## src/rtl/mob_pkg.sv

```systemverilog
`timescale 1ns / 1ps
// ----------------------------------------------------------------------------
// mob_pkg
// Shared types, constants and the overlay palette for the mask overlay blend.
// ----------------------------------------------------------------------------
package mob_pkg;

  // frame dimensions above this are clamped
  localparam int MAX_FRAME_DIM = 4096;

  // config port shape
  localparam int CFG_INDEX_W = 3;
  localparam int CFG_DATA_W  = 16;

  // x * mask_width: 12 x 9 bits
  localparam int NUM_W = 21;
  // scaled coordinate, below mask_width so at most 9 bits
  localparam int Q_W   = 9;
  // my * mask_width + mx
  localparam int IDX_W = 18;

  localparam logic [8:0] ALPHA_MAX = 9'd256;

  typedef enum logic {
    CMD_MASK_WRITE = 1'b0,
    CMD_PIXEL      = 1'b1
  } cmd_t;

  typedef enum logic [CFG_INDEX_W-1:0] {
    REG_FRAME_WIDTH  = 3'd0,
    REG_FRAME_HEIGHT = 3'd1,
    REG_MASK_WIDTH   = 3'd2,
    REG_MASK_HEIGHT  = 3'd3,
    REG_OBJECT_ID    = 3'd4,
    REG_BLEND_ALPHA  = 3'd5
  } reg_index_t;

  typedef struct packed {
    logic [7:0] r;
    logic [7:0] g;
    logic [7:0] b;
  } rgb_t;

  // item travelling down the pipeline
  typedef struct packed {
    cmd_t        cmd;
    logic [15:0] mask_addr;
    logic        mask_set;
    rgb_t        pix;
    logic        in_frame;
  } item_t;

  // overlay colors, selected by object id mod 10
  function automatic rgb_t palette_color(input logic [3:0] sel);
    rgb_t c;
    unique case (sel)
      4'd0:    c = '{8'd239, 8'd71,  8'd111};
      4'd1:    c = '{8'd17,  8'd138, 8'd178};
      4'd2:    c = '{8'd255, 8'd209, 8'd102};
      4'd3:    c = '{8'd6,   8'd214, 8'd160};
      4'd4:    c = '{8'd155, 8'd93,  8'd229};
      4'd5:    c = '{8'd251, 8'd133, 8'd0};
      4'd6:    c = '{8'd42,  8'd157, 8'd143};
      4'd7:    c = '{8'd231, 8'd111, 8'd81};
      4'd8:    c = '{8'd38,  8'd70,  8'd83};
      4'd9:    c = '{8'd244, 8'd162, 8'd97};
      default: c = '0;
    endcase
    return c;
  endfunction

endpackage

```

## src/rtl/mob_div.sv

```systemverilog
`timescale 1ns / 1ps
// ----------------------------------------------------------------------------
// mob_div
// Pipelined restoring divider, one quotient bit per stage, for x and y at once.
// ----------------------------------------------------------------------------
module mob_div import mob_pkg::*; (
  input  logic             clk,
  input  logic             rst,
  input  logic             en,
  input  logic             in_valid,
  input  item_t            in_item,
  input  logic [NUM_W-1:0] num_x,
  input  logic [NUM_W-1:0] num_y,
  input  logic [12:0]      div_x,
  input  logic [12:0]      div_y,
  output logic             out_valid,
  output item_t            out_item,
  output logic [Q_W-1:0]   qx,
  output logic [Q_W-1:0]   qy
);

  localparam int RW = NUM_W + 1;

  logic             v  [Q_W];
  item_t            it [Q_W];
  logic [NUM_W-1:0] rx [Q_W];
  logic [NUM_W-1:0] ry [Q_W];
  logic [Q_W-1:0]   bx [Q_W];
  logic [Q_W-1:0]   by [Q_W];

  for (genvar j = 0; j < Q_W; j++) begin : g_step
    localparam int K = Q_W - 1 - j;

    logic             pv;
    item_t            pit;
    logic [NUM_W-1:0] prx, pry;
    logic [Q_W-1:0]   pbx, pby;
    logic [RW-1:0]    dx, dy;
    logic             tx, ty;

    // previous stage or module input
    if (j == 0) begin : g_first
      assign pv  = in_valid;
      assign pit = in_item;
      assign prx = num_x;
      assign pry = num_y;
      assign pbx = '0;
      assign pby = '0;
    end else begin : g_next
      assign pv  = v[j-1];
      assign pit = it[j-1];
      assign prx = rx[j-1];
      assign pry = ry[j-1];
      assign pbx = bx[j-1];
      assign pby = by[j-1];
    end

    // trial subtract of the shifted divisor
    assign dx = RW'(div_x) << K;
    assign dy = RW'(div_y) << K;
    assign tx = ({1'b0, prx} >= dx);
    assign ty = ({1'b0, pry} >= dy);

    always_ff @(posedge clk) begin
      if (rst) begin
        v[j] <= 1'b0;
      end else if (en) begin
        v[j] <= pv;
      end
    end

    always_ff @(posedge clk) begin
      if (en) begin
        it[j] <= pit;
        rx[j] <= tx ? NUM_W'({1'b0, prx} - dx) : prx;
        ry[j] <= ty ? NUM_W'({1'b0, pry} - dy) : pry;
        bx[j] <= pbx | (tx ? (Q_W'(1) << K) : '0);
        by[j] <= pby | (ty ? (Q_W'(1) << K) : '0);
      end
    end
  end

  assign out_valid = v[Q_W-1];
  assign out_item  = it[Q_W-1];
  assign qx        = bx[Q_W-1];
  assign qy        = by[Q_W-1];

  // a word moves one stage per enabled cycle
  a_step_moves: assert property (@(posedge clk) disable iff (rst)
    en && v[Q_W-2] |=> v[Q_W-1])
    else $error("divider stage lost a word");

endmodule

```

## config.mk

```make
export PLATFORM = sky130hd
export DESIGN_NAME = mob_div
export DESIGN_NICKNAME = d
export VERILOG_FILES = /design/src/rtl/mob_pkg.sv /design/src/rtl/mob_div.sv
export SDC_FILE = /design/constraint.sdc
export NUM_CORES = 1
export LEC_CHECK = 0
export ABC_AREA = 1
export BUFFER_PORTS_ARGS = -buffer_cell sky130_fd_sc_hd__clkbuf_2
export CAP_MARGIN = 20
export CORE_ASPECT_RATIO = 0.9
export CORE_UTILIZATION = 45
export CTS_BUF_LIST = sky130_fd_sc_hd__clkbuf_16
export DETAILED_ROUTE_END_ITERATION = 12
export HOLD_SLACK_MARGIN = 0.05
export RECOVER_POWER = 50
export SYNTH_ARGS = -nofsm -noshare
export SYNTH_HDL_FRONTEND = slang
export SYNTH_SLANG_ARGS = --single-unit
```

## constraint.sdc

```tcl
create_clock -name clk -period 2.75 [get_ports clk]
set_input_delay 0.4125 -clock clk [delete_from_list [all_inputs] [get_ports clk]]
set_output_delay 0.4125 -clock clk [all_outputs]
set_load 0.05 [all_outputs]
```

==> metrics.yaml <==
cts:
  insertion_delay_ns: 0.68
  htree_levels: 3
  postCtsHoldBufs: 60
  cts-root-buf: "clkbuf_16"
  cts_setup_buffers: 0
  ctsResizeCount: 0
  cts_buffers: 88
  tritoncts: "done"
  clkSlewWorstSetupHoldPaths_ns: 0.06
  cts.sinks: 822
  clock_path_buffers: 3
global_routing:
  antenna_found_initial: 0
  grt_max_degree: 79
  grt_first_pass_wirelength_um: 159700
  grt_pass1_vias: 30000
  grtUsageTotal: 0.2080
  grt-ovfl-total: 0
floorplanning:
  core_sq_um: 95050
  ioPinCount: 177
  rows: 107
  die_area_sq_um: 97710
  initial_core_util: 0.4567
  die_w_um: 329.4
  fp.dieH_um: 296.6
timing:
  fin_skew_ns: 0.03523
  worst_pin_slew_ns: 1.638
  fin_hold_ws_ns: 0.1036
  rsz0062_at_grt: "no"
  setup_viol: 0
  post-route-period-util: 0.8841
  slew_violations: 42
  finalHoldViolCount: 0
  fin_ws_ns: 0.3188
  layout_min_cycle_time_ns: 2.431
  max_slew_margin: -0.09226
  max_freq_ghz: 0.4113
synthesis:
  syn_area_per_cell_sq_um: 9.713
  synth-seq-cells: 822
  yosys.area.top_type_share: 0.5687
  ys_top_cells_by_area: "edfxtp_1, nand2_1, ha_1"
  synth_cells: 4469
  netlist_area_sq_um: 43410
  yosysUniqueCellTypes: 46
  yosysWarnings: 0
  synth_common_cells: "nand2_1, edfxtp_1, inv_1"
  synth_top_cell_by_area: "edfxtp_1"
  synth_edf_count: 822
  ys_seq_area_frac: 0.5687
  syn-num-nets: 4834
  synth_most_common_cell: "nand2_1"
  ys_async_sr_fraction: 0
  synthFlopType: "edfxtp_1"
routing:
  drt-initial-drc-count: 2256
  vias_per_cell: 4.984
  wl_per_cell_um: 16.07
  ant_nets: 0
  drt-total-wl_um: 101500
  first_pass_iters: 11
  vias: 31490
  drc_errors: 9
placed_design:
  portBuffers: 176
  hpwl_um: 76510
  post-place-ws_ns: -0.02738
  post_dp_cell_area_sq_um: 47780
  gp_congestion: 0.9370
  dp.cells: 6098
layout:
  layout.area.seq_sq_um: 24680
  nets: 5360
  multi_input_area_sq_um: 16280
  fin_cells: 6319
  synthToLayoutAreaGrowth_pct: 17.92
  fillers: 8609
  diodes: 0
  design_area_sq_um: 51190
  drive_gt1_frac: 0.1265
setup_path:
  cp-end-kind: "flip-flop"
  crit_path_max_fanout: 43
  cp-start-kind: "input pin"
  crit_type: "input pin to flip-flop"
  arrival_ns: 2.81
  required_ns: 3.13
status:
  violations: "DRC, capacitance limit, slew limit"
  status: "finished with violations"
power_and_ir_drop:
  power-per-cell-area_nw_per_um2: 881.9
  p_leak_nw: 22.70
  ir_drop_v: 0.0005377
flow_run:
  maxCapViolCount: 1
hold_path:
  hold_class: "input pin to flip-flop"
-- sequential cells by signal, summed over array words and instances, names as in the netlist --
| register | cells |
|---|---|
| by | 45 |
| it | 387 |
| rx | 168 |
| v | 9 |
| ry | 168 |
| bx | 45 |
-- critical path: stages --
cell,delay [ns]
clkbuf_2,1.13
clkbuf_2,0.85
buf_4,0.32
-- routing by layer --
metal,vias to the layer above,global-route usage,routed length [um]
met3,139,0.03041,5045
met1,14510,0.2969,48660
li1,16120,-,-
met2,726,0.3324,45630
met4,0,0.05285,2217
met5,-,0,0
-- metrics by stage --
step                      utilization  power (mW)   TNS, ns
after global placement         0.5027       33.26   -0.2672
after CTS                      0.5400       45.47         0
after floorplan                     -       28.39         0
final                          0.5385       45.14         0
after detailed placement       0.5027       33.39  -0.07711
after global routing           0.5385       48.25         0
-- power by group --
| part | internal [mW] | leakage [nW] | switching (mW) |
|---|---|---|---|
| registers | 16.6 | 8.00 | 1.28 |
| clock network | 6.77 | 1.44 | 5.05 |
| logic | 5.98 | 13.3 | 9.46 |
-- cell families after synthesis --
| family | count (synthesis) | share of synthesized area |
|---|---|---|
| adders and majority gates | 250 | 0.07483 |
| AOI/OAI and AO/OA | 358 | 0.04690 |
| buffers and inverters | 567 | 0.05630 |
| and+or+nand+nor | 2352 | 0.2291 |
| xor gates and xnor gates | 120 | 0.02421 |
| DFF | 822 | 0.5687 |
-- area by class of cell --
cell class | count | share of cell area
multi-input cells | 3080 | 0.3180
inverters | 512 | 0.03755
clock buffers | 88 | 0.04302
well taps | 1253 | 0.03063
clock inverters | 73 | 0.01447
flip-flops and latches | 822 | 0.4822
repair buffers | 491 | 0.07404
-- final timing paths --
kind / startpoint / end / slack (ns) / cells past startpoint
setup / recovery: en / it[0][153]$_DFFE_PP_ / 0.32 / 3
hold / removal: num_x[8] / rx[0][8]$_DFFE_PP_ / 0.10 / 3
setup reg to reg: rx[0][127]$_DFFE_PP_ / rx[0][148]$_DFFE_PP_ / 0.39 / 13
hold reg to reg: by[0][52]$_DFFE_PP_ / by[0][61]$_DFFE_PP_ / 0.39 / 0
-- layout by cell type (no fill, tap or decap), types with 17 or more instances in the layout --
cell type,Yosys,final
dlygate4sd3_1,0,60
buf_12,0,38
o21bai_1,17,17
nor2_2,17,17
inv_1,501,510
clkinv_1,0,20
xor2_1,98,98
a21oi_2,31,31
nand2_1,1472,1472
nand3_1,262,262
clkbuf_16,0,88
nand3b_1,35,35
xnor2_1,22,22
nor3_1,38,38
buf_4,25,200
clkbuf_2,0,153
nor2_1,354,354
nand2_2,23,23
nand4_1,85,85
o21ai_0,98,98
edfxtp_1,822,822
ha_1,234,234
clkbuf_1,0,37
a21oi_1,171,171
and2_1,23,23
(Power assumes the default switching activity.)
