### src/rtl/mob_pkg.sv
`timescale 1ns / 1ps
// ----------------------------------------------------------------------------
// mob_pkg
// Shared types, constants and the overlay palette for the mask overlay blend.
// ----------------------------------------------------------------------------
package mob_pkg;

  // frame dimensions above this are clamped
  localparam int MAX_FRAME_DIM = 4096;

  // config port shape
  localparam int CFG_INDEX_W = 3;
  localparam int CFG_DATA_W  = 16;

  // x * mask_width: 12 x 9 bits
  localparam int NUM_W = 21;
  // scaled coordinate, below mask_width so at most 9 bits
  localparam int Q_W   = 9;
  // my * mask_width + mx
  localparam int IDX_W = 18;

  localparam logic [8:0] ALPHA_MAX = 9'd256;

  typedef enum logic {
    CMD_MASK_WRITE = 1'b0,
    CMD_PIXEL      = 1'b1
  } cmd_t;

  typedef enum logic [CFG_INDEX_W-1:0] {
    REG_FRAME_WIDTH  = 3'd0,
    REG_FRAME_HEIGHT = 3'd1,
    REG_MASK_WIDTH   = 3'd2,
    REG_MASK_HEIGHT  = 3'd3,
    REG_OBJECT_ID    = 3'd4,
    REG_BLEND_ALPHA  = 3'd5
  } reg_index_t;

  typedef struct packed {
    logic [7:0] r;
    logic [7:0] g;
    logic [7:0] b;
  } rgb_t;

  // item travelling down the pipeline
  typedef struct packed {
    cmd_t        cmd;
    logic [15:0] mask_addr;
    logic        mask_set;
    rgb_t        pix;
    logic        in_frame;
  } item_t;

  // overlay colors, selected by object id mod 10
  function automatic rgb_t palette_color(input logic [3:0] sel);
    rgb_t c;
    unique case (sel)
      4'd0:    c = '{8'd239, 8'd71,  8'd111};
      4'd1:    c = '{8'd17,  8'd138, 8'd178};
      4'd2:    c = '{8'd255, 8'd209, 8'd102};
      4'd3:    c = '{8'd6,   8'd214, 8'd160};
      4'd4:    c = '{8'd155, 8'd93,  8'd229};
      4'd5:    c = '{8'd251, 8'd133, 8'd0};
      4'd6:    c = '{8'd42,  8'd157, 8'd143};
      4'd7:    c = '{8'd231, 8'd111, 8'd81};
      4'd8:    c = '{8'd38,  8'd70,  8'd83};
      4'd9:    c = '{8'd244, 8'd162, 8'd97};
      default: c = '0;
    endcase
    return c;
  endfunction

endpackage

### src/rtl/mob_blend.sv
`timescale 1ns / 1ps
// ----------------------------------------------------------------------------
// mob_blend
// Alpha blend of pixel and overlay color, with the output register.
// ----------------------------------------------------------------------------
module mob_blend import mob_pkg::*; (
  input  logic       clk,
  input  logic       rst,
  input  logic       en,
  input  logic       in_valid,
  input  logic       hit,
  input  rgb_t       pix,
  input  rgb_t       color,
  input  logic [8:0] alpha,
  output logic       out_valid,
  output rgb_t       out_pix,
  output logic       out_covered
);

  // (p * (256 - a) + c * a) >> 8, alpha already clamped to 256
  function automatic logic [7:0] mix(input logic [7:0] p, input logic [7:0] c,
                                     input logic [8:0] a);
    logic [8:0]  inv;
    logic [16:0] sum;
    inv = 9'(10'd256 - 10'(a));
    sum = 17'(p) * 17'(inv) + 17'(c) * 17'(a);
    return sum[15:8];
  endfunction

  rgb_t mixed;

  always_comb begin
    mixed.r = mix(pix.r, color.r, alpha);
    mixed.g = mix(pix.g, color.g, alpha);
    mixed.b = mix(pix.b, color.b, alpha);
  end

  // output valid
  always_ff @(posedge clk) begin
    if (rst) begin
      out_valid <= 1'b0;
    end else if (en) begin
      out_valid <= in_valid;
    end
  end

  // output payload
  always_ff @(posedge clk) begin
    if (en) begin
      out_pix     <= hit ? mixed : pix;
      out_covered <= hit;
    end
  end

endmodule

### config.mk
export PLATFORM = sky130hd
export DESIGN_NAME = mob_blend
export DESIGN_NICKNAME = d
export VERILOG_FILES = /design/src/rtl/mob_pkg.sv /design/src/rtl/mob_blend.sv
export SDC_FILE = /design/constraint.sdc
export NUM_CORES = 1
export LEC_CHECK = 0
export ABC_CLOCK_PERIOD_IN_PS = 7400
export BUFFER_PORTS_ARGS = -buffer_cell sky130_fd_sc_hd__buf_2
export CAP_MARGIN = 15
export CORE_MARGIN = 1.5
export CORE_UTILIZATION = 45
export CTS_BUF_LIST = sky130_fd_sc_hd__clkbuf_8
export DETAILED_ROUTE_END_ITERATION = 12
export PLACE_DENSITY_LB_ADDON = 0.25
export SYNTH_ARGS = -nofsm -noshare
export SYNTH_HDL_FRONTEND = slang
export SYNTH_SLANG_ARGS = --single-unit
export TNS_END_PERCENT = 20
### constraint.sdc
create_clock -name clk -period 7.4 [get_ports clk]
set_clock_uncertainty 0.15 [all_clocks]
set_input_delay 1.48 -clock clk [delete_from_list [all_inputs] [get_ports clk]]
set_output_delay 1.48 -clock clk [all_outputs]
set_load 0.01 [all_outputs]
==> summary.md, run 1 <==
| Metric | Value |
|---|---|
| Layout cell share with drive strength beyond 1 | `15.0%` |
| Register area | `771 um^2` |
| Initial drt markers | `454` |
| Post-synth EDFFs | `25` |
| FFs w/ async S/R, synth | `0%` |
| Largest family of logic cells by synthesized area | `adder cells` |
| Most used routing layer | `met2` |
| Initial antenna violation count | `3` |
| First-pass GRT wire length | `61,100 um` |
| Synth Flop Type | `edfxtp_1` |
| GR Layer Usage met1 | `between 30% and 40%` |
| Pre-CTS setup slack | `-579 ps` |
| Placed Area | `16,500 um^2` |
| Clock Tree Buf Depth | `2` |
| Adder-Cell Fraction of Synth Area | `around 58%` |
| Peak VDD IR | `0.00101 V` |
| Core area | `approximately 32,000 um^2` |
| Port bufs | `87` |
| Max-slew violation count | `0` |
| Synthesized net count | `2,173` |
| WS Path Type | `input pin to flip-flop` |
| Global-route met3 utilization | `under 10%` |
| Power Density | `526 nW/um^2` |
| R2R cell count | `2` |
| Routability cong. | `just over 0.8` |
| Vias | `approximately 11,000` |
| Status | `complete, but fails checks` |
| Vias in the first global route | `11,900` |
| Failing checks | `negative setup slack` |
| Detailed Routing Iterations Pass 1 | `5` |
| # Max-Cap Violations | `0` |
| Wire per inst | `16.5 um` |
| Final worst slack | `-100 ps` |
| Clk sinks | `26` |
| CTS Buf Count | `3` |
| CP Launch Type | `input pin` |
| Xor and xnor area share after synthesis | `2.88%` |
| GR Util met2 | `40.8%` |
| Worst skew pair latency | `330 ps` |
| DP Wirelength | `30,400 um` |
| Worst Setup End Kind | `flip-flop` |
| Io pins | `88` |
| Die area | `34,000 um^2` |
| H-tree depth | `1` |
| Layout Nets | `about 2,300` |
| Hold Crit Depth | `2` |
| Detailed Route WL | `36,200 um` |
| Yosys reg bits | `26` |
| FMAX | `0.133 GHz` |
| Clock root buffer | `clkbuf_8` |
| Fin area | `16,800 um^2` |
| Mean post-synth cell area | `9.16 um^2` |
| Final Util | `51.8%` |
| Compound-Gate Fraction of Synth Area | `3.10%` |
| Gr usage total | `23.4%` |
| Area Growth Syn to Fin | `13.4%` |
| RSZ-0062 raised after global routing | `yes` |
| Post-synthesis mux area share | `1.17%` |
| Clk slew on worst S/H paths | `130 ps` |
| Seq/Total Area, Yosys | `5.20%` |
| Hold crit path type | `flip-flop to flip-flop` |
| Post-route minimum period | `between 7000 and 8000 ps` |
| Site row count | `66` |
| Gate Count Post-Synth | `1,618` |
| CTS tree | `yes` |
| Yosys Warn Count | `0` |
| Initial Util | `45.6%` |
| Fin. Hold Viols | `0` |
| Final number of setup-violating endpoints | `7` |
| Routed vias/inst | `around 4.9` |
| Pin count of the biggest net entering global routing | `45` |
| Leak | `8.76 nW` |
| CP Max Fanout | `5` |
| GRT overflow | `0` |
| Detail Route Antenna Nets | `0` |
| Worst-margin pin slew | `just over 800 ps` |
| Worst Path Arrival | `7420 ps` |
| Drc violations | `0` |
| Floorplan die height | `184 um` |
| Synth Area in Simple Gates | `17.8%` |
| Synth unique cells | `61` |
| Synthesized area | `~15,000 um^2` |
| Max-slew headroom | `45.2%` |
| Number of hold buffers added after cts | `0` |
| Filler instances | `3,053` |
| CP required | `7320 ps` |
| Multi-input logic area | `roughly 13,000 um^2` |
| Die Wd | `184 um` |
| Fin crit share | `101%` |
sequential cells by signal, summed over array words and instances, names as in the netlist:
register	cells
out_pix	24
out_covered	1
out_valid	1
cell usage after synthesis (all sizes together) (4+ instances only):
master    n  area, um^2
mux2i     5        50.1
inv     407        1530
ha      175        2190
nand2   185         694
nor2     14        55.1
a21o      7        52.6
a21oi    15        75.1
fa      318        6370
edfxtp   25         751
mux2     11         124
xor2      9        78.8
o31ai     4        35.0
buf      14        73.8
nand4     4        31.3
nor3     10        55.1
clkbuf   51         191
nand3    13        65.1
o21ai    10        50.0
and2    258        1610
xnor2    35         325
logic make-up (layout without fill, tap and decap cells):
family | count (synthesis) | count (layout)
other | 0 | 3
AO/OA/AOI/OAI | 65 | 65
flip-flops | 26 | 26
multiplexers | 16 | 16
adder cells (fa/ha/maj) | 493 | 493
AND/OR/NAND/NOR | 500 | 500
buffers and inverters | 473 | 609
XOR/XNOR | 45 | 45
layout make-up:
type	instances	area share [%]
diodes	3	0.0447
clock buffers	3	0.246
clock inverters	1	0.179
inverters	408	9.13
multi-input cells	1119	74.5
flip-flops and latches	26	4.59
well taps	442	3.29
repair buffers	197	7.99
repair_timing:
action,4_1_cts,5_1_grt
setup buffers,5,4
pin swaps,10,20
cloned,0,0
hold endpoints to repair,0,0
endpoints found under the setup margin,11,16
resized for setup,16,21
stage by stage:
| step | std cells | total power, mW | setup TNS (ps) | hold slack (ps) |
|---|---|---|---|---|
| 6_report | 2199 | 8.84 | -242 | 364 |
| 5_1_grt | 2197 | 10.0 | -3010 | 408 |
| 4_1_cts | 2192 | 8.70 | -96.3 | 370 |
| 3_5_place_dp | 2183 | 8.33 | -7440 | 337 |
| 3_3_place_gp | 2183 | 8.17 | -5460 | 321 |
| 2_1_floorplan | 1618 | 5.84 | -639 | 378 |
layout by cell type, fill, tap and decap left out, types with 9 or more instances in the layout:
cell type / instances
inv_1: 405
fa_1: 312
and2_1: 257
nand2_1: 185
ha_1: 168
buf_4: 100
buf_2: 87
xnor2_1: 30
edfxtp_1: 25
a21oi_1: 11
mux2_2: 11
nor2_1: 11
nand3_1: 9
routing by layer:
layer / vias to the layer above / part of all wire [%]
met5: - / 0
met4: 0 / 2.1
met3: 34 / 4.8
met2: 203 / 50
met1: 5545 / 43
li1: 5038 / -
critical path: stages:
cell	delay, ps
buf_2	140
nor2_4	190
nand3_4	120
nor2_4	120
xnor2_2	100
buf_12	140
buf_6	130
and2_4	160
fa_1	520
inv_1	60
fa_2	560
inv_1	50
fa_1	550
fa_1	440
fa_1	490
inv_1	50
fa_1	470
inv_1	60
ha_4	220
nand2_1	80
a21oi_2	30
o21a_1	120
o2111a_1	260
or4_4	500
a32oi_2	220
nand3b_1	120
where the power goes:
group / leakage, nW / total [mW] / internal (mW) / switching [mW]
clock network: 0.0357 / 0.143 / 0.0731 / 0.0698
logic: 8.47 / 8.29 / 4.26 / 4.03
registers: 0.253 / 0.403 / 0.378 / 0.0247
final timing paths:
check	start	end	slack, ps
setup / recovery	alpha[2]	out_pix[15]$_DFFE_PP_	-100
hold reg to reg	out_valid$_SDFFE_PP0P_	out_valid$_SDFFE_PP0P_	360
setup reg to reg	out_valid$_SDFFE_PP0P_	out_valid$_SDFFE_PP0P_	6660
hold / removal	out_valid$_SDFFE_PP0P_	out_valid$_SDFFE_PP0P_	360
Power figures use the tool's default switching activity.
==> inputs of run 2 (changes only) <==
--- a/config.mk
+++ b/config.mk
@@ -5,11 +5,14 @@
 export SDC_FILE = /design/constraint.sdc
 export NUM_CORES = 1
 export LEC_CHECK = 0
-export ABC_CLOCK_PERIOD_IN_PS = 7400
+export ABC_AREA = 1
+export ABC_CLOCK_PERIOD_IN_PS = 7260
 export BUFFER_PORTS_ARGS = -buffer_cell sky130_fd_sc_hd__buf_2
 export CAP_MARGIN = 15
+export CELL_PAD_IN_SITES_DETAIL_PLACEMENT = 0
+export CELL_PAD_IN_SITES_GLOBAL_PLACEMENT = 2
 export CORE_MARGIN = 1.5
-export CORE_UTILIZATION = 45
+export CORE_UTILIZATION = 39
 export CTS_BUF_LIST = sky130_fd_sc_hd__clkbuf_8
 export DETAILED_ROUTE_END_ITERATION = 12
 export PLACE_DENSITY_LB_ADDON = 0.25
==> constraint.sdc (replaced) <==
create_clock -name clk -period 7.26 [get_ports clk]
set_clock_uncertainty 0.15 [all_clocks]
set_input_delay 1.452 -clock clk [delete_from_list [all_inputs] [get_ports clk]]
set_output_delay 1.452 -clock clk [all_outputs]
set_load 0.01 [all_outputs]
==> run 2 against run 1 <==
- the run now ends clean
- critical path depth fell by 2
- count of clock-buffer cells in the layout did not move
- critical endpoint is now out_pix[19]$_DFFE_PP_
- largest cell class unchanged
- worst setup slack improved by 260 ps
- design area rose by 6.5%
- core utilization fell by 6.8 points
==> summary.md, run 2 <==
| Metric | Value |
|---|---|
| Status | `complete, no violations` |
| Detailed Route WL | `44,500 um (+23%)` |
| GRT overflow | `0 (unchanged)` |
| Die Wd | `204 um (+11%)` |
| Wire per inst | `16.1 um (-2.1%)` |
| Gr usage total | `22.8% (-0.53 points)` |
| Worst Path Arrival | `7050 ps (-370 ps)` |
| Top delay family on crit path | `adder cells` |
| Max incr delay on CP | `580 ps (+20 ps)` |
| Synthesized net count | `2,651 (+22%)` |
| Gate Count Post-Synth | `2,096 (+30%)` |
| Worst Setup End Kind | `flip-flop` |
| CP Max Fanout | `9 (+4)` |
| Post-synth top area cell | `fa_1` |
| Max FFs per register | `24 (unchanged)` |
| Synth unique cells | `43 (-30%)` |
| Drc violations | `0 (unchanged)` |
| Detailed Routing Iterations Pass 1 | `5 (unchanged)` |
| Initial Util | `39.6% (-6.0 points)` |
| First-pass GRT wire length | `73,300 um (+20%)` |
| Area share of the largest cell type after synthesis | `40.4% (-2.6 points)` |
| Fin crit share | `97.9%` |
| Mean post-synth cell area | `7.53 um^2 (-18%)` |
| Pin count of the biggest net entering global routing | `40 (-11%)` |
| Die area | `41,700 um^2 (+22%)` |
| # Max-Cap Violations | `0 (unchanged)` |
| Top cell by count, worst path | `fa_1` |
| Top cells by count, synth | `inv_1, nand2_1, fa_1, ha_1, nor2_1` |
| Core area | `39,800 um^2 (+23%)` |
| Worst-margin pin slew | `899 ps (+82.0 ps)` |
| Vias | `12,700 (+17%)` |
| Layout cell share with drive strength beyond 1 | `13.9% (-1.1 points)` |
| Routability cong. | `0.881 (+6.1%)` |
| RSZ-0062 raised after global routing | `yes` |
| Clock root buffer | `clkbuf_8` |
| Cells along the critical path | `buf_2 -> buf_4 -> nor3_4 -> nand3_2 -> or3_1 -> nand2_2 -> inv_6 -> nand2_1 -> fa_1 -> fa_2 -> inv_1 -> fa_1 -> fa_2 -> fa_1 -> inv_1 -> fa_1 -> inv_1 -> ha_1 -> nand2_1 -> o21a_1 -> nand3_4 -> or2_2 -> nand3_1 -> o21ai_0` |
| Routed vias/inst | `4.60 (-6.5%)` |
| Adder-Cell Fraction of Synth Area | `54.2% (-3.5 points)` |
| Post-synth EDFFs | `25 (unchanged)` |
| CTS tree | `yes` |
| Synth Area in Simple Gates | `19.6% (+1.8 points)` |
| FMAX | `0.141 GHz` |
| Leading cell type in the layout, fill and taps excluded | `inv_1` |
| Clk sinks | `26 (unchanged)` |
| Max-slew violation count | `0 (unchanged)` |
| Synth area leaders | `fa_1, inv_1, ha_1` |
| DP Wirelength | `37,400 um (+23%)` |
| Yosys Warn Count | `0 (unchanged)` |
| Initial drt markers | `680 (+50%)` |
| H-tree depth | `1 (unchanged)` |
| Final number of setup-violating endpoints | `0 (-7)` |
| Layout Nets | `2,789 (+21%)` |
| Io pins | `88 (unchanged)` |
| Final Util | `44.9% (-6.8 points)` |
| WS Path Type | `input pin to flip-flop` |
| Fin. Hold Viols | `0 (unchanged)` |
| Crit-path slowest cell | `fa_2` |
| Max-slew headroom | `40.1% (-5.1 points)` |
| Initial antenna violation count | `0 (-3)` |
| Post-synthesis mux area share | `0.0634% (-1.1 points)` |
| Seq/Total Area, Yosys | `4.89% (-0.32 points)` |
| Worst skew pair latency | `330 ps (about the same)` |
| Post-route minimum period | `7110 ps` |
| Most common cell in the netlist | `inv_1` |
| Clk slew on worst S/H paths | `160 ps (+30 ps)` |
| Buffers and inverters on the worst path | `6 (-1)` |
| Detail Route Antenna Nets | `0 (unchanged)` |
| CP required | `7210 ps (-110 ps)` |
| Hold crit path type | `flip-flop to flip-flop` |
| CTS Buf Count | `3 (unchanged)` |
| Vias in the first global route | `13,600 (+15%)` |
| Compound-Gate Fraction of Synth Area | `2.83% (-0.27 points)` |
| Synth Flop Type | `edfxtp_1` |
| Port bufs | `87 (unchanged)` |
| CP Launch Type | `input pin` |
| Most frequent cells in the layout | `inv_1, nand2_1, fa_1` |
| Synthesized area | `15,800 um^2 (+6.5%)` |
| FFs w/ async S/R, synth | `0% (unchanged)` |
| Post-Route Setup TNS | `0 ps (+242 ps)` |
| Top reg by flops | `out_pix` |
| Site row count | `73 (+11%)` |
| Yosys reg bits | `26 (unchanged)` |
| Largest family of logic cells by synthesized area | `adder cells` |
| Largest regs | `out_pix: 24 flops, out_covered: 1 flops, out_valid: 1 flops` |
| Clock Tree Buf Depth | `2 (unchanged)` |
| Xor and xnor area share after synthesis | `0.270% (-2.6 points)` |
| Area Growth Syn to Fin | `13.5% (about the same)` |
| Diode count | `0 (-3)` |
| Floorplan die height | `204 um (+11%)` |
-- run 2: layout make-up --
class	count	area, um^2
Clock inverter	1	30.0
Sequential cell	26	771
Clock buffer	3	41.3
Timing Repair Buffer	209	1390
Fill cell	4162	21900
Multi-Input combinational cell	1325	12500
Inverter	669	2520
Tap cell	525	657
-- run 2: logic make-up (layout without fill, tap and decap cells) --
kind of cell / count (synthesis) / count (layout)
AND/OR/NAND/NOR: 746 / 746
buffers and inverters: 745 / 882
adder cells (fa/ha/maj): 493 / 493
AO/OA/AOI/OAI: 81 / 81
flip-flops: 26 / 26
XOR/XNOR: 4 / 4
multiplexers: 1 / 1
-- run 2: metrics by stage --
stage                     hold WS [ps]  cell area, um^2  worst slack (ps)  std cells
after CTS                          362            17600              5.12       2753
after global routing               431            17900              -103       2758
after floorplan                    378            15900              3.20       2096
after global placement             317            17500              -403       2749
after detailed placement           327            17500              -440       2749
final                              356            17900               155       2758
-- run 2: path summary, 6_finish.rpt --
check	from	endpoint	slack, ps	cells after the start
setup reg to reg	out_valid$_SDFFE_PP0P_	out_valid$_SDFFE_PP0P_	6530	2
setup / recovery	alpha[1]	out_pix[19]$_DFFE_PP_	150	24
hold reg to reg	out_valid$_SDFFE_PP0P_	out_valid$_SDFFE_PP0P_	360	2
hold / removal	out_valid$_SDFFE_PP0P_	out_valid$_SDFFE_PP0P_	360	2
-- run 2: timing repair --
item | in CTS | in global routing
buffers inserted | 0 | 5
setup endpoints to repair | 3 | 24
pin swaps | 0 | 19
resized for setup | 2 | 51
hold buffers | 0 | 0
-- run 2: routing by layer --
metal / vias to the layer above / part of all wire, % / GRT usage (%)
li1: 6222 / - / -
met1: 6265 / 48 / 32.2
met2: 169 / 48 / 38.6
met3: 31 / 2.9 / 1.66
met4: 0 / 1.6 / 4.49
met5: - / 0 / 0
-- run 2: worst reg2reg max path, delay by kind of cell (launching register included) --
family,cells,cell delay [ps]
simple gates,1,50
flops,1,340
mux,1,110
Power of run 2 is not shown: default switching activity piles up to over one toggle a cycle in this logic, so the estimate is an artifact.
